$ cat src/rtl/core/ncs_pkg.sv
// Package: operation codes, bus cycle kinds, command bytes and result types.
package ncs_pkg;

  localparam int unsigned LenW = 14;
  localparam int unsigned RowW = 24;
  localparam int unsigned StepW = 3;

  localparam logic [2:0] OP_READ_PAGE = 3'd0;
  localparam logic [2:0] OP_PROGRAM   = 3'd1;
  localparam logic [2:0] OP_ERASE     = 3'd2;
  localparam logic [2:0] OP_STATUS    = 3'd3;
  localparam logic [2:0] OP_READ_ID   = 3'd4;
  localparam logic [2:0] OP_DATA_WR   = 3'd5;
  localparam logic [2:0] OP_DATA_RD   = 3'd6;

  localparam logic [7:0] CMD_READ_SETUP  = 8'h00;
  localparam logic [7:0] CMD_READ_CONF   = 8'h30;
  localparam logic [7:0] CMD_PROG_SETUP  = 8'h80;
  localparam logic [7:0] CMD_PROG_CONF   = 8'h10;
  localparam logic [7:0] CMD_ERASE_SETUP = 8'h60;
  localparam logic [7:0] CMD_ERASE_CONF  = 8'hD0;
  localparam logic [7:0] CMD_STATUS      = 8'h70;
  localparam logic [7:0] CMD_READ_ID     = 8'h90;
  localparam logic [7:0] BYTE_ZERO       = 8'h00;

  localparam logic [LenW-1:0] PAGE_LEN_RESET = LenW'(2112);

  typedef enum logic [1:0] {
    KIND_CMD  = 2'd0,
    KIND_ADDR = 2'd1,
    KIND_DATA = 2'd2,
    KIND_READ = 2'd3
  } kind_t;

  typedef struct packed {
    kind_t      kind;
    logic [7:0] bus_byte;
    logic       last;
    logic       error;
  } res_t;

  typedef struct packed {
    res_t res;
    logic none;
  } dec_t;

endpackage

$ cat src/rtl/core/ncs_if.sv
// Interfaces: request, bus cycle and configuration channels.
interface ncs_in_if;
  logic        valid;
  logic        ready;
  logic [2:0]  operation;
  logic [23:0] page_row;
  logic [7:0]  data_byte;
  modport source (output valid, output operation, output page_row, output data_byte,
                  input ready);
  modport sink (input valid, input operation, input page_row, input data_byte,
                output ready);
endinterface

interface ncs_out_if;
  logic       valid;
  logic       ready;
  logic [1:0] cycle_kind;
  logic [7:0] bus_byte;
  logic       last;
  logic       error;
  modport source (output valid, output cycle_kind, output bus_byte, output last,
                  output error, input ready);
  modport sink (input valid, input cycle_kind, input bus_byte, input last,
                input error, output ready);
endinterface

interface ncs_cfg_if;
  logic        valid;
  logic        ready;
  logic [13:0] data;
  modport source (output valid, output data, input ready);
  modport sink (input valid, input data, output ready);
endinterface

$ cat src/rtl/core/ncs_step_dec.sv
// Step decoder: bus cycle for one step of the held request.
module ncs_step_dec (
  input  logic [2:0]               op,
  input  logic [ncs_pkg::RowW-1:0] row,
  input  logic [7:0]               wr_byte,
  input  logic [ncs_pkg::StepW-1:0] step,
  input  logic                     left_zero,
  input  logic                     left_one,
  output ncs_pkg::dec_t            dec
);
  import ncs_pkg::*;

  always_comb begin
    dec.none         = 1'b0;
    dec.res.kind     = KIND_ADDR;
    dec.res.bus_byte = BYTE_ZERO;
    dec.res.last     = 1'b0;
    dec.res.error    = 1'b0;
    unique case (op) inside
      OP_READ_PAGE, OP_PROGRAM: begin
        unique case (step)
          3'd0: begin
            dec.res.kind     = KIND_CMD;
            dec.res.bus_byte = (op == OP_PROGRAM) ? CMD_PROG_SETUP : CMD_READ_SETUP;
          end
          3'd3: dec.res.bus_byte = row[7:0];
          3'd4: dec.res.bus_byte = row[15:8];
          3'd5: begin
            dec.res.bus_byte = row[23:16];
            dec.res.last     = (op == OP_PROGRAM);
          end
          3'd6: begin
            dec.res.kind     = KIND_CMD;
            dec.res.bus_byte = CMD_READ_CONF;
            dec.res.last     = 1'b1;
          end
          default: dec.res.bus_byte = BYTE_ZERO;
        endcase
      end
      OP_ERASE: begin
        unique case (step)
          3'd0: begin
            dec.res.kind     = KIND_CMD;
            dec.res.bus_byte = CMD_ERASE_SETUP;
          end
          3'd1: dec.res.bus_byte = row[7:0];
          3'd2: dec.res.bus_byte = row[15:8];
          3'd3: dec.res.bus_byte = row[23:16];
          default: begin
            dec.res.kind     = KIND_CMD;
            dec.res.bus_byte = CMD_ERASE_CONF;
            dec.res.last     = 1'b1;
          end
        endcase
      end
      OP_STATUS: begin
        if (step == 3'd0) begin
          dec.res.kind     = KIND_CMD;
          dec.res.bus_byte = CMD_STATUS;
        end else begin
          dec.res.kind = KIND_READ;
          dec.res.last = 1'b1;
        end
      end
      OP_READ_ID: begin
        unique case (step)
          3'd0: begin
            dec.res.kind     = KIND_CMD;
            dec.res.bus_byte = CMD_READ_ID;
          end
          3'd1: dec.res.kind = KIND_ADDR;
          default: begin
            dec.res.kind = KIND_READ;
            dec.res.last = (step == 3'd6);
          end
        endcase
      end
      OP_DATA_WR: begin
        if (left_zero) begin
          dec.res.kind  = KIND_CMD;
          dec.res.last  = 1'b1;
          dec.res.error = 1'b1;
        end else if (step == 3'd0) begin
          dec.res.kind     = KIND_DATA;
          dec.res.bus_byte = wr_byte;
          dec.res.last     = !left_one;
        end else begin
          dec.res.kind     = KIND_CMD;
          dec.res.bus_byte = CMD_PROG_CONF;
          dec.res.last     = 1'b1;
        end
      end
      OP_DATA_RD: begin
        dec.res.kind = KIND_READ;
        dec.res.last = 1'b1;
      end
      default: dec.none = 1'b1;
    endcase
  end

endmodule

$ cat src/rtl/core/ncs_out_reg.sv
// Output register: holds one bus cycle word until the sink takes it.
module ncs_out_reg (
  input  logic          clk,
  input  logic          rst_n,
  input  logic          load,
  input  ncs_pkg::res_t d,
  output logic          free,
  ncs_out_if.source     out_s
);
  import ncs_pkg::*;

  logic valid_r;
  res_t data_r;

  assign free = !valid_r || out_s.ready;

  always_ff @(posedge clk) begin
    if (!rst_n) begin
      valid_r <= 1'b0;
    end else if (free) begin
      valid_r <= load;
    end
  end

  always_ff @(posedge clk) begin
    if (free && load) begin
      data_r <= d;
    end
  end

  assign out_s.valid      = valid_r;
  assign out_s.cycle_kind = data_r.kind;
  assign out_s.bus_byte   = data_r.bus_byte;
  assign out_s.last       = data_r.last;
  assign out_s.error      = data_r.error;

endmodule

$ cat src/rtl/core/nand_command_cycle_sequencer.sv
// Top level: NAND command cycle sequencer.
// Each request word becomes one to seven bus cycle words, issued one per clock while the
// sink takes them, from a held request register through the output register; a data
// write or data read causes one bus cycle, a write that completes a page two, and a
// page read up to seven. The next request is taken in the cycle its last bus cycle is
// issued. The unused operation code is dropped with no output. The page length register
// is written through cfg_s; the user is to write it only while the block is idle, which
// the block itself does not enforce. A program setup loads the byte count from it, and
// a length of zero counts as one.
module nand_command_cycle_sequencer (
  input  logic       clk,
  input  logic       rst_n,
  ncs_in_if.sink     in_s,
  ncs_out_if.source  out_s,
  ncs_cfg_if.sink    cfg_s
);
  import ncs_pkg::*;

  logic             hold_v_r;
  logic [2:0]       op_r;
  logic [RowW-1:0]  row_r;
  logic [7:0]       byte_r;
  logic [StepW-1:0] step_r;
  logic [LenW-1:0]  left_r;
  logic [LenW-1:0]  plen_r;
  logic [LenW-1:0]  left_nxt;

  dec_t dec;
  logic out_free;
  logic emit;
  logic retire;
  logic accept;

  ncs_step_dec u_dec (
    .op        (op_r),
    .row       (row_r),
    .wr_byte   (byte_r),
    .step      (step_r),
    .left_zero (left_r == '0),
    .left_one  (left_r == LenW'(1)),
    .dec       (dec)
  );

  ncs_out_reg u_out (
    .clk   (clk),
    .rst_n (rst_n),
    .load  (emit),
    .d     (dec.res),
    .free  (out_free),
    .out_s (out_s)
  );

  assign emit        = hold_v_r && !dec.none && out_free;
  assign retire      = hold_v_r && (dec.none || (out_free && dec.res.last));
  assign in_s.ready  = !hold_v_r || retire;
  assign accept      = in_s.valid && in_s.ready;
  assign cfg_s.ready = 1'b1;

  always_comb begin
    left_nxt = left_r;
    if (op_r == OP_PROGRAM) begin
      left_nxt = (plen_r == '0) ? LenW'(1) : plen_r;
    end else if (op_r == OP_DATA_WR && left_r != '0) begin
      left_nxt = left_r - LenW'(1);
    end
  end

  always_ff @(posedge clk) begin
    if (!rst_n) begin
      hold_v_r <= 1'b0;
      step_r   <= '0;
      left_r   <= '0;
      plen_r   <= PAGE_LEN_RESET;
    end else begin
      if (cfg_s.valid) begin
        plen_r <= cfg_s.data;
      end
      if (retire) begin
        step_r <= '0;
        left_r <= left_nxt;
      end else if (emit) begin
        step_r <= step_r + StepW'(1);
      end
      if (accept) begin
        hold_v_r <= 1'b1;
      end else if (retire) begin
        hold_v_r <= 1'b0;
      end
    end
  end

  always_ff @(posedge clk) begin
    if (accept) begin
      op_r   <= in_s.operation;
      row_r  <= in_s.page_row;
      byte_r <= in_s.data_byte;
    end
  end

`ifndef SYNTHESIS
  a_error_is_final: assert property (@(posedge clk) disable iff (!rst_n)
    out_s.valid && out_s.error |-> out_s.last && out_s.cycle_kind == KIND_CMD)
    else $error("error word not a final command cycle");

  a_count_on_retire: assert property (@(posedge clk) disable iff (!rst_n)
    $past(rst_n) && !$past(retire) |-> left_r == $past(left_r))
    else $error("program byte count changed mid request");

  a_single_step_ops: assert property (@(posedge clk) disable iff (!rst_n)
    hold_v_r && op_r == OP_DATA_RD |-> step_r == '0)
    else $error("data read advanced past its only cycle");
`endif

endmodule

$ cat src/flat_wrapper.sv
// flat-port wrapper written by rule: the top's interface ports become plain ports
module nand_command_cycle_sequencer_flat import ncs_pkg::*;
  (clk, rst_n, in_s_valid, in_s_operation, in_s_page_row, in_s_data_byte, in_s_ready, out_s_valid, out_s_cycle_kind, out_s_bus_byte, out_s_last, out_s_error, out_s_ready, cfg_s_valid, cfg_s_data, cfg_s_ready);
  ncs_in_if in_s_i ();
  ncs_out_if out_s_i ();
  ncs_cfg_if cfg_s_i ();
  input  logic clk;
  input  logic rst_n;
  input wire logic [$bits(in_s_i.valid)-1:0] in_s_valid;
  input wire logic [$bits(in_s_i.operation)-1:0] in_s_operation;
  input wire logic [$bits(in_s_i.page_row)-1:0] in_s_page_row;
  input wire logic [$bits(in_s_i.data_byte)-1:0] in_s_data_byte;
  output wire logic [$bits(in_s_i.ready)-1:0] in_s_ready;
  output wire logic [$bits(out_s_i.valid)-1:0] out_s_valid;
  output wire logic [$bits(out_s_i.cycle_kind)-1:0] out_s_cycle_kind;
  output wire logic [$bits(out_s_i.bus_byte)-1:0] out_s_bus_byte;
  output wire logic [$bits(out_s_i.last)-1:0] out_s_last;
  output wire logic [$bits(out_s_i.error)-1:0] out_s_error;
  input wire logic [$bits(out_s_i.ready)-1:0] out_s_ready;
  input wire logic [$bits(cfg_s_i.valid)-1:0] cfg_s_valid;
  input wire logic [$bits(cfg_s_i.data)-1:0] cfg_s_data;
  output wire logic [$bits(cfg_s_i.ready)-1:0] cfg_s_ready;
  assign in_s_i.valid = in_s_valid;
  assign in_s_i.operation = in_s_operation;
  assign in_s_i.page_row = in_s_page_row;
  assign in_s_i.data_byte = in_s_data_byte;
  assign in_s_ready = in_s_i.ready;
  assign out_s_valid = out_s_i.valid;
  assign out_s_cycle_kind = out_s_i.cycle_kind;
  assign out_s_bus_byte = out_s_i.bus_byte;
  assign out_s_last = out_s_i.last;
  assign out_s_error = out_s_i.error;
  assign out_s_i.ready = out_s_ready;
  assign cfg_s_i.valid = cfg_s_valid;
  assign cfg_s_i.data = cfg_s_data;
  assign cfg_s_ready = cfg_s_i.ready;
  nand_command_cycle_sequencer u_core (.clk(clk), .rst_n(rst_n), .in_s(in_s_i), .out_s(out_s_i), .cfg_s(cfg_s_i));
endmodule
$ cat config.mk
export PLATFORM = sky130hd
export DESIGN_NAME = nand_command_cycle_sequencer_flat
export DESIGN_NICKNAME = d
export VERILOG_FILES = /design/src/rtl/core/ncs_pkg.sv /design/src/rtl/core/ncs_if.sv /design/src/rtl/core/ncs_step_dec.sv /design/src/rtl/core/ncs_out_reg.sv /design/src/rtl/core/nand_command_cycle_sequencer.sv /design/src/flat_wrapper.sv
export SDC_FILE = /design/constraint.sdc
export NUM_CORES = 1
export LEC_CHECK = 0
export BUFFER_PORTS_ARGS = -buffer_cell sky130_fd_sc_hd__clkbuf_2
export CAP_MARGIN = 5
export CORE_MARGIN = 2
export CORE_UTILIZATION = 45
export DETAILED_ROUTE_END_ITERATION = 12
export PLACE_DENSITY_LB_ADDON = 0.25
export SETUP_SLACK_MARGIN = 0.1
export SYNTH_ARGS = -nofsm -noshare
export SYNTH_HDL_FRONTEND = slang
export SYNTH_SLANG_ARGS = --single-unit
$ cat constraint.sdc
create_clock -name clk -period 8.5 [get_ports clk]
set_input_delay 0.425 -clock clk [delete_from_list [all_inputs] [get_ports clk]]
set_output_delay 0.425 -clock clk [all_outputs]
set_load 0.02 [all_outputs]
== Word-level counts from Yosys, hierarchy flattened ==
Index checks and enable logic that the tools add are counted.

* Flip-flop bits (word level): 80
* Latch bits: 0
* Memory bits (writable): 0
* Bits in read-only memories: 0
* Input port bits: 54
* Output and inout port bits: 15
* Word-level logic and storage cells: 83
* Memories: 0

* $add $sub $neg: 2
* Multipliers: 0
* Divide/modulo/power cells: 0
* Magnitude comparators: 0
* Equal/unequal tests: 13
* Shift-type cells: 0
* Mux-type cells: 27
* Bitwise operators: 1
* Reduce and logical (&&, ||, !) cells: 28

{| class="wikitable"
|+ Operators by type and width
! cell !! number
|-
| one-hot mux 8 bit (5 select lines) || 2
|-
| two-way mux 14 bit || 3
|-
| one-hot mux 8 bit (4 select lines) || 1
|-
| logical NOT 14 bit || 2
|-
| two-way mux 8 bit || 3
|-
| == test 3 bit (second input constant) || 6
|-
| == test 14 x 1 -> 1 bit (second input constant) || 1
|-
| nonzero test 14 bit || 1
|-
| subtractor 14 x 1 -> 14 bit (second input constant) || 1
|-
| == test 3 x 2 -> 1 bit (second input constant) || 4
|-
| one-hot mux 2 bit (6 select lines) || 1
|-
| two-way mux 11 bit || 1
|-
| two-way mux 1 bit || 10
|-
| OR reduction 2 bit || 4
|-
| logical AND 1 bit || 7
|-
| two-way mux 7 bit || 1
|-
| OR reduction 7 bit || 1
|-
| == test 3 x 1 -> 1 bit (second input constant) || 2
|-
| logical NOT 3 bit || 2
|-
| one-hot mux 1 bit (6 select lines) || 1
|-
| two-way mux 2 bit || 2
|-
| one-hot mux 2 bit (2 select lines) || 1
|-
| nonzero test 2 bit || 2
|-
| OR reduction 4 bit || 1
|-
| other kinds (7) || 11
|}

== Depth between registers and ports, before layout ==
Gate-level depths: netlist (run 1).

* Depth after elaboration: 11
* Mapped depth: 9
* Depth with buffers taken out: 7

== Modules after synthesis ==
From an unflattened synthesis (run 1), not the netlist that was laid out.

* Cells, all modules: 369
* Area total of the unflattened synthesis: 3977.6 um^2

{| class="wikitable"
|+ Modules (own cells, without submodules)
! module !! instances !! cells an instance !! area an instance (um^2) !! seq. area each (um^2)
|-
| nand_command_cycle_sequencer || 1 || 244 || 2877.8 || 1691.6
|-
| ncs_step_dec || 1 || 108 || 681.9 || 0.0
|-
| ncs_out_reg || 1 || 17 || 417.9 || 380.4
|}

== Least setup slack after synthesis (run 1) ==
Ideal clock, no wire load.

* Path kind: reg-to-reg
* Start: register u_core.step_r[0]
* End: register u_core.byte_r[0] (enable)
* Setup time: 0.394 ns
* Data arrival time: 2.542 ns
* Data required time: 8.106 ns
* Path slack: 5.564 ns
* Cell stages (with the launch flop): 9
* Path buffers: 1
* Clock period less this slack: 2.936 ns
* Cell sequence: dfxtp_1 > inv_1 > ha_1 > clkbuf_1 > a21oi_1 > o21ai_0 > o41ai_4 > o31ai_1 > o21a_1

* Word-level cells in the longest chain between the ends: 9
* Elaborated cells between the ends (all ways): 20
* Classes of those cells: 5 x eq/ne; 7 x mux; 8 x reduce/logical

{| class="wikitable"
|+ Ends and longest elaborated chain
! what !! RTL line !! text
|-
| start: declaration || nand_command_cycle_sequencer.sv:23 || <nowiki>logic [StepW-1:0] step_r;</nowiki>
|-
| start signal: assignment || nand_command_cycle_sequencer.sv:82 || <nowiki>step_r <= step_r + StepW'(1);</nowiki>
|-
| == test 3 x 1 -> 1 bit (tied with other cells) || ncs_step_dec.sv:41, ncs_step_dec.sv:66 ||
|-
| OR reduction 4 bit (no source line) (tied with other cells) || n/a ||
|-
| two-way mux 1 bit (on tied branches) || ncs_step_dec.sv:41, ncs_step_dec.sv:66, ncs_step_dec.sv:79 ||
|-
| one-hot mux 1 bit (6 select lines) * || ncs_step_dec.sv:19 || <nowiki>unique case (op) inside</nowiki>
|-
| logical AND 1 bit * || nand_command_cycle_sequencer.sv:54 || <nowiki>assign retire = hold_v_r && (dec.none || (out_free && dec.res.last));</nowiki>
|-
| logical OR 1 bit * || nand_command_cycle_sequencer.sv:54 ||
|-
| logical AND 1 bit * || nand_command_cycle_sequencer.sv:54 ||
|-
| logical OR 1 bit * || nand_command_cycle_sequencer.sv:55 || <nowiki>assign in_s.ready = !hold_v_r || retire;</nowiki>
|-
| logical AND 1 bit * || nand_command_cycle_sequencer.sv:56 || <nowiki>assign accept = in_s.valid && in_s.ready;</nowiki>
|-
| net u_core.accept || nand_command_cycle_sequencer.sv:32 || <nowiki>logic accept;</nowiki>
|-
| end signal: assignment || nand_command_cycle_sequencer.sv:96 || <nowiki>byte_r <= in_s.data_byte;</nowiki>
|-
| end: declaration || nand_command_cycle_sequencer.sv:22 || <nowiki>logic [7:0] byte_r;</nowiki>
|}

Mark *: on every way through the listed nets, which the timed path passes. The rest lies on a longest branch.
A chain may end at the register's enable or synchronous reset.

== Worst setup path in the final report (run 1) ==
* Start: register u_core.step_r[2]
* End: output in_s_ready

* Word-level cells in the longest chain between the ends: 8
* Elaborated cells between the ends (all ways): 19
* Classes of those cells: 5 x eq/ne; 7 x mux; 7 x reduce/logical

{| class="wikitable"
|+ Ends and longest elaborated chain
! what !! RTL line !! text
|-
| == test 3 x 1 -> 1 bit (tied with other cells) || ncs_step_dec.sv:41, ncs_step_dec.sv:66 ||
|-
| OR reduction 4 bit (no source line) (tied with other cells) || n/a ||
|-
| two-way mux 1 bit (on tied branches) || ncs_step_dec.sv:41, ncs_step_dec.sv:66, ncs_step_dec.sv:79 ||
|-
| one-hot mux 1 bit (6 select lines) * || ncs_step_dec.sv:19 ||
|-
| logical AND 1 bit * || nand_command_cycle_sequencer.sv:54 ||
|-
| logical OR 1 bit * || nand_command_cycle_sequencer.sv:54 ||
|-
| logical AND 1 bit * || nand_command_cycle_sequencer.sv:54 ||
|-
| logical OR 1 bit * || nand_command_cycle_sequencer.sv:55 ||
|-
| end: declaration || flat_wrapper.sv:13 || <nowiki>output wire logic [$bits(in_s_i.ready)-1:0] in_s_ready;</nowiki>
|}

Every way passes the cells marked *; elsewhere a longest branch is shown, timed or not.

==> results of run 1 <==
==> worst max-delay path: stages (launching register included) <==
cell	delay, ps
dfxtp_1	740
inv_1	220
ha_1	450
or3b_2	290
nand3_1	90
or3_1	360
o31ai_1	120
or2_1	160
clkbuf_2	160
==> per-stage QoR <==
| stage | power (mW) | hold slack (ps) |
|---|---|---|
| 2_1_floorplan | 0.597 | 456 |
| 3_3_place_gp | 0.649 | 470 |
| 3_5_place_dp | 0.653 | 482 |
| 4_1_cts | 0.921 | 228 |
| 5_1_grt | 0.963 | 228 |
| 6_report | 0.915 | 241 |
==> power by group <==
part           internal, mW  total (mW)  leakage, nW  switching (mW)
Combinational        0.0672       0.180        0.945           0.113
Clock                 0.135       0.269       0.0965           0.135
Sequential            0.445       0.465        0.722          0.0205
Total                 0.647       0.915         1.76           0.269
==> sequential cells by signal (all words and copies together), names as in the netlist <==
signal,count
u_core.row_r,24
u_core.left_r,14
u_core.plen_r,14
u_core.byte_r,8
u_core.u_out.out_s.bus_byte,8
u_core.op_r,3
u_core.step_r,3
u_core.u_out.out_s.cycle_kind,2
u_core.hold_v_r,1
u_core.u_out.out_s.error,1
u_core.u_out.out_s.last,1
u_core.u_out.out_s.valid,1
==> worst paths after layout <==
check / to / slack [ps] / cells after the start / start
setup reg to reg: u_core.byte_r[3] / 5310 / 8 / u_core.step_r[2]
hold reg to reg: u_core.left_r[7] / 500 / 2 / u_core.left_r[7]
setup / recovery: in_s_ready / 5120 / 8 / u_core.step_r[2]
hold / removal: u_core.row_r[23] / 240 / 1 / in_s_page_row[23]
==> cell families (layout without fill, tap and decap cells) <==
kind of cell | count (synthesis) | in the layout | share of synthesized area
and+or+nand+nor | 124 | 124 | 0.152
AOI/OAI and AO/OA | 115 | 115 | 0.215
DFF | 80 | 80 | 0.525
buffers and inverters | 42 | 100 | 0.0441
muxes | 15 | 15 | 0.0381
adders and majority gates | 7 | 7 | 0.0222
other | 1 | 1 | 0.000951
xor gates and xnor gates | 1 | 1 | 0.00222
==> layer usage <==
metal	vias to the layer above	global-route usage	share of wire
li1	1575	-	-
met1	1528	0.253	0.42
met2	128	0.349	0.50
met3	14	0.0309	0.056
met4	0	0.0769	0.019
met5	-	0	0
==> cell usage in the layout (no fill, tap or decap), drive strengths merged, types with 3 or more instances in the layout <==
cell type / count
a21oi: 35
a221o: 6
a221oi: 5
a222oi: 6
a22o: 4
a31oi: 4
a32oi: 6
buf: 3
clkbuf: 77
clkinv: 3
dfxtp: 33
edfxtp: 47
ha: 7
inv: 16
mux2i: 15
nand2: 28
nand2b: 4
nand3: 15
nor2: 38
nor2b: 5
nor3: 12
nor4: 7
o21ai: 11
o311ai: 4
o31ai: 17
or3b: 3
==> layout make-up <==
class                   instances  area (um^2)  area share
repair buffers                 70          358      0.0793
inverters                      15         56.3      0.0125
clock inverters                 5         57.6      0.0128
multi-input cells             263         1700       0.378
well taps                     108          135      0.0300
flip-flops and latches         80         2070       0.459
clock buffers                  10          128      0.0283
==> results.cfg, run 1 <==
[outcome]
status = complete, no violations

[final_layout]
area_growth_pct = 14.3
nNetsFinal = 500
n_fill_cell = 821
layout-drive-gt1-share = 0.217
final_cell_area_um2 = 4510
final_cells = 551
final_core_utilization = 0.525
diodes = 0

[synthesis]
async_flop_share = 0
yosysMostFrequentCell = edfxtp_1
synthDistinctLibCells = 56
yosys_warnings = 0
synth_seq_cells = 80
synthFlopType = edfxtp_1
synth_edf_count = 47
synth_nets = 446
synth.largest_area_cell = edfxtp_1
synth_common_cells = 47 x edfxtp_1, 37 x nor2_1, 33 x dfxtp_1
syn-mean-instance-area_um2 = 10.2
synth_area_leaders = edfxtp_1 36%, dfxtp_1 17%, a21oi_1 3.9%, mux2i_1 3.8%, nor2_1 3.5%
synthesis.area_um2 = 3950
synth_top_area_frac = 0.358
ys_seq_area_frac = 0.525
synthCells = 385

[global_routing]
grt_pass1_vias = 3171
antenna_found_initial = 0
globalRouteOverflowTotal = 0
grt_use_total = 0.201
grt_pass1_wl_mm = 15.4
grt_max_degree = 36

[critical_path]
setup.worst_path.start_class = register
crit_arrival_ps = 2960
worstPathRequired_ps = 8080
end_kind = primary output
path_class = reg2out
cp_max_fo = 21

[detailed_routing]
vias = 3245
drtIter0Drc = 233
drc = 0
detail_route.wl_per_cell_um = 17.0
via_per_inst = 5.89
drt-total-wl_mm = 9.39
firstDrtPassIters = 5
ant_nets = 0

[pwr]
vdd_ir_drop_max_uv = 98.4
p_leak_nw = 1.76
powerDensity_nw_per_um2 = 203

[run]
maxCapViolCount = 0

[place]
dp.cells = 536
place_hpwl_mm = 6.79
io_buffers = 67
routabilityCongestion = 0.917
dpl_cell_area_um2 = 4330
place_ws_ps = 5350

[sta]
slew_headroom = 0.230
setup_viol = 0
finalClockSkew_ps = 12.7
drv_slew = 0
finalCritPeriodShare = 0.398
finalHoldViolCount = 0
rsz0062_at_grt = false
setup_slack_ps = 5120
worst_pin_slew_ps = 1140
layout_min_cycle_time_ps = 3380
fmax_mhz = 296
totalNegativeSetupSlack_ps = 0

[clock_network]
postCtsSetupRepairBufs = 0
htreeDepth = 3
clkSinkCount = 80
cts_hold_buf = 0
clk_latency_ps = 360
cts_resized = 0
clk_pin_slew_worst_paths_ps = 80
cts_tree = yes
cts_buffer_depth = 2
cts_buffers = 9
root_buffer = clkbuf_8

[floorplan]
core-area_um2 = 8590
die_h_um = 97.6
io_pins = 69
dieArea_um2 = 9530
initial_core_util = 0.459
row_count = 34
die_x_um = 97.6

[min_path]
min_path_type = in2reg
(Power assumes the default switching activity.)
==> run 2: changes to the inputs <==
- clock period: 8.5 -> 3.1 ns (I/O delays scaled with it)
==> run 2 against run 1 <==
Effect of this change: final cell count rose by 7.8%; count of clock-buffer cells in the layout did not move; largest cell class unchanged; worst setup slack got worse by 4700 ps; highest routed layer unchanged.
==> results.cfg, run 2 (synthesis results as in run 1) <==
[outcome]
status = complete, no violations

[sta]
finalHoldViolCount = 0
finalCritPeriodShare = 0.873
layout_min_cycle_time_ps = 2710
finalClockSkew_ps = 11.2
worst_pin_slew_ps = 671
fmax_mhz = 370
drv_slew = 0
rsz0062_at_grt = false
totalNegativeSetupSlack_ps = 0
slew_headroom = 0.550
setup_viol = 0

[clock_network]
postCtsSetupRepairBufs = 0
cts_resized = 0
cts_buffer_depth = 2
cts_buffers = 9
cts_tree = yes
htreeDepth = 3
clk_latency_ps = 360
clk_pin_slew_worst_paths_ps = 90
root_buffer = clkbuf_8
clkSinkCount = 80

[detailed_routing]
drc = 0
detail_route.wl_per_cell_um = 17.2
vias = 3488
drtIter0Drc = 223
drt-total-wl_mm = 10.2
via_per_inst = 5.87
firstDrtPassIters = 6
ant_nets = 0

[final_layout]
diodes = 0
area_growth_pct = 24.9
largest_register_ffs = 24
final_cells = 594
reg_top3 = u_core.row_r x24, u_core.left_r x14, u_core.plen_r x14
n_fill_cell = 750
final_core_utilization = 0.573
final_cell_area_um2 = 4930
layout-drive-gt1-share = 0.210
final_cell_mix = 67 x clkbuf_2, 47 x edfxtp_1, 37 x nor2_1
final_common_cell = clkbuf_2
largest_register = u_core.row_r
nNetsFinal = 542

[critical_path]
path_class = reg2out
crit_arrival_ps = 2550
cp_max_fo = 5
setup.worst_path.start_class = register
end_kind = primary output
worstPathRequired_ps = 2940

[global_routing]
grt_pass1_wl_mm = 16.7
grt_pass1_vias = 3412
globalRouteOverflowTotal = 0
grt_max_degree = 36
antenna_found_initial = 0
grt_use_total = 0.218

[pwr]
p_leak_nw = 1.94
vdd_ir_drop_max_uv = 247
powerDensity_nw_per_um2 = 525

[place]
io_buffers = 67
place_hpwl_mm = 6.84
dp.cells = 542
dpl_cell_area_um2 = 4370
routabilityCongestion = 0.878

[floorplan]
row_count = 34
die_h_um = 97.6
initial_core_util = 0.459
io_pins = 69
dieArea_um2 = 9530
die_x_um = 97.6
core-area_um2 = 8590

[run]
maxCapViolCount = 0

[min_path]
min_path_type = in2reg
==> run 2: cell types whose count changed in the layout (fill, tap and decap cells not counted), sizes merged <==
cell         change
dlygate4sd3     +36
buf              +6
clkinvlp         +1
==> run 2: area by class of cell <==
type | count | area, um^2 | area share
multi-input combinational | 263 | 1700 | 0.346
clock inverter | 6 | 67.6 | 0.0137
tap | 108 | 135 | 0.0274
sequential | 80 | 2070 | 0.421
inverter | 15 | 56.3 | 0.0114
timing repair buffer | 112 | 763 | 0.155
clock buffer | 10 | 128 | 0.0259
==> run 2: metal layers <==
layer | GRT usage | share of wire | vias up
met3 | 0.0475 | 0.065 | 26
met5 | 0 | 0 | -
met2 | 0.373 | 0.51 | 161
met1 | 0.268 | 0.40 | 1643
li1 | - | - | 1658
met4 | 0.0855 | 0.023 | 0
==> run 2: path summary, 6_finish.rpt <==
check,from,endpoint,slack [ps],cells after the start
min,in_s_valid,u_core.hold_v_r,30,3
max,u_core.left_r[0],in_s_ready,390,7
min reg2reg,u_core.left_r[7],u_core.left_r[7],500,2
max reg2reg,u_core.step_r[1],u_core.byte_r[0],460,8
==> run 2: critical path: stages, from the launching register on <==
cell and delay [ps]:
dfxtp_1 400, inv_1 80, ha_1 240, or4b_1 570, o41ai_4 370, o31ai_1 140, or2_1 240, clkbuf_2 160
==> run 2: power by group <==
group	total (mW)	internal, mW	switching [mW]
combinational	0.539	0.218	0.321
sequential	1.28	1.22	0.0567
clock	0.771	0.375	0.396
==> run 2: stage by stage <==
stage / power, mW / setup slack (ps) / hold WS (ps)
final: 2.59 / 395 / 33.4
after global routing: 2.71 / 226 / 20.4
after CTS: 2.59 / 363 / 15.3
after detailed placement: 1.79 / 420 / 334
after global placement: 1.78 / 561 / 332
after floorplan: 1.64 / 164 / 254
==> run 2: what timing repair did <==
action                     in CTS  in global routing
hold buffers                   36                  0
hold endpoints to repair       36                  0
setup endpoints to repair       0                  0
==> run 3: changes to the inputs <==
- SYNTH_HIERARCHICAL: unset -> 1
==> run 3 against run 2 <==
Effect of this change: global-route usage is 2.2 points lower; die area is 0.79% higher; sequential share of layout area is 0.17 points lower; routed wire length is 9.4% lower; flip-flop and latch count stayed put; power is 11% lower; core utilization is 0.050 points lower; critical path type is now reg2reg.
==> results.cfg, run 3 <==
[clock_network]
cts_buffer_depth = 2
clk_latency_ps = 350
cts_buffers = 9
htreeDepth = 3
clkSinkCount = 80
clk_pin_slew_worst_paths_ps = 80
cts_tree = yes
root_buffer = clkbuf_8

[sta]
layout_min_cycle_time_ps = 2820
fin_hold_ws_ps = 21.8
setup_viol = 0
finalCritPeriodShare = 0.910
worst_pin_slew_ps = 841
totalNegativeSetupSlack_ps = 0
finalHoldViolCount = 0
fmax_mhz = 354
rsz0062_at_grt = false
finalClockSkew_ps = 13.8
slew_headroom = 0.439
drv_slew = 0

[pwr]
swShare = 0.274
powerDensity_nw_per_um2 = 464
p_leak_nw = 1.98
power_frac_comb = 0.168
p_seq_frac = 0.537
power.total_mw = 2.29
internal-power_mw = 1.67
power.switching_uw = 628
power_frac_clock = 0.295
vdd_ir_drop_max_uv = 261

[floorplan]
dieArea_um2 = 9610
initial_core_util = 0.461
die_h_um = 98.0
row_count = 34
core-area_um2 = 8640
die_x_um = 98.0
io_pins = 69

[final_layout]
reg_top3 = u_core/row_r x24, u_core/left_r x14, u_core/plen_r x14
largest_register_ffs = 24
final_common_cell = clkbuf_2
final_cells = 580
final_cell_mix = 67 x clkbuf_2, 47 x edfxtp_1, 35 x dlygate4sd3_1, 35 x nor2_1, 33 x dfxtp_1
diodes = 0
area_growth_pct = 24.3
layout-drive-gt1-share = 0.248
largest_register = u_core/row_r
nNetsFinal = 524

[synthesis]
syn-mean-instance-area_um2 = 10.8
synth_common_cells = 47 x edfxtp_1, 35 x nor2_1, 33 x dfxtp_1
synth_edf_count = 47
ys_seq_area_frac = 0.521
synth_seq_cells = 80
synth_nets = 426
yosysMostFrequentCell = edfxtp_1
yosys_warnings = 6
synthDistinctLibCells = 68
synth.largest_area_cell = edfxtp_1
async_flop_share = 0
synth_top_area_frac = 0.355
synthesis.area_um2 = 3980
synthFlopType = edfxtp_1
synth_area_leaders = edfxtp_1 35%, dfxtp_1 17%, mux2i_1 4.3%, nor2_1 3.3%, a21oi_1 2.5%
synthCells = 369

[global_routing]
grt_max_degree = 36
globalRouteOverflowTotal = 0
grt_use_total = 0.197
antenna_found_initial = 0
grt_pass1_wl_mm = 15.3
grt_pass1_vias = 3077

[place]
routabilityCongestion = 0.915
place_hpwl_mm = 6.15
dp.cells = 529
io_buffers = 67

[critical_path]
crit_arrival_ps = 3080
worstPathRequired_ps = 3360
setup.worst_path.start_class = register
end_kind = register
rrSetupSlack_ps = 280
path_class = reg2reg
cp_max_fo = 26

[detailed_routing]
vias = 3228
detail_route.wl_per_cell_um = 15.9
drc = 0
firstDrtPassIters = 4
via_per_inst = 5.57
drtIter0Drc = 193
ant_nets = 0
drt-total-wl_mm = 9.25

[run]
maxCapViolCount = 0

[min_path]
min_path_type = in2reg

[outcome]
status = complete, no violations
-- run 3: changes by cell type in the layout (fill, tap and decap cells not counted), sizes merged, moves of 6 or more --
cell	before	now
a211o	1	9
a21oi	35	20
nand2	28	22
a22oi	2	10
mux2	0	6
nand3	15	8
o31ai	17	7
-- run 3: cells by family (layout without fill, tap and decap cells) --
| family | count (synthesis) | in the layout | synth area share |
|---|---|---|---|
| mux | 23 | 23 | 0.0598 |
| xor+xnor | 3 | 3 | 0.00661 |
| buf+inv | 36 | 139 | 0.0415 |
| fa+ha+maj | 3 | 3 | 0.00944 |
| simple gates | 123 | 123 | 0.181 |
| flops | 80 | 80 | 0.521 |
| other cells | 1 | 1 | 0.000943 |
| compound gates | 100 | 100 | 0.180 |
-- run 3: area by class of cell --
cell class | instances | area (um^2)
Clock buffer | 12 | 135
Clock inverter | 4 | 31.3
Fill cell | 750 | 3690
Inverter | 10 | 37.5
Multi-Input combinational cell | 253 | 1750
Sequential cell | 80 | 2070
Tap cell | 108 | 135
Timing Repair Buffer | 113 | 781
-- run 3: path summary, 6_finish.rpt --
kind | start | to | depth (start not counted)
worst max register to register | u_core/left_r[0] | u_core/left_r[0] | 12
worst min-delay path | cfg_s_data[6] | u_core/plen_r[6] | 3
worst max-delay path | u_core/left_r[0] | u_core/left_r[0] | 12
worst min register to register | u_core/left_r[13] | u_core/left_r[13] | 2
-- run 3: stage by stage --
stage / utilization / instance area [um^2] / worst slack, ps
2_1_floorplan: - / 3980 / 248
3_3_place_gp: 0.511 / 4420 / 325
3_5_place_dp: 0.511 / 4420 / 172
4_1_cts: 0.571 / 4930 / 140
5_1_grt: 0.573 / 4950 / 122
6_report: 0.573 / 4950 / 278
-- run 3: critical path, stage by stage (launching register included) --
cell      delay [ps]
dfxtp_1          380
inv_1             80
ha_1             200
nor3b_2          210
and4_2           300
inv_1             60
and3_1           150
o22ai_2          140
a21o_1           160
nand4b_1         110
buf_4            240
or4_1            520
a31oi_1          180
-- run 3: power groups by stage --
stage	sequential, mW	combinational [mW]	clock, mW
2_1_floorplan	1.26	0.232	0
6_report	1.23	0.385	0.677
4_1_cts	1.23	0.381	0.696
3_3_place_gp	1.25	0.340	0
5_1_grt	1.24	0.422	0.736
3_5_place_dp	1.26	0.345	0
-- run 3: repair_timing --
action | 4_1_cts | 5_1_grt
hold buffers | 35 | 0
resized for setup | 0 | 3
setup endpoints to repair | 0 | 6
buffers inserted | 0 | 0
hold endpoints to repair | 35 | 0
-- run 3: routing by layer --
| metal | track usage | routed length [um] | vias up |
|---|---|---|---|
| li1 | - | - | 1598 |
| met1 | 0.282 | 4260 | 1492 |
| met2 | 0.299 | 4280 | 129 |
| met3 | 0.0394 | 582 | 9 |
| met4 | 0.0662 | 127 | 0 |
| met5 | 0 | 0 | - |
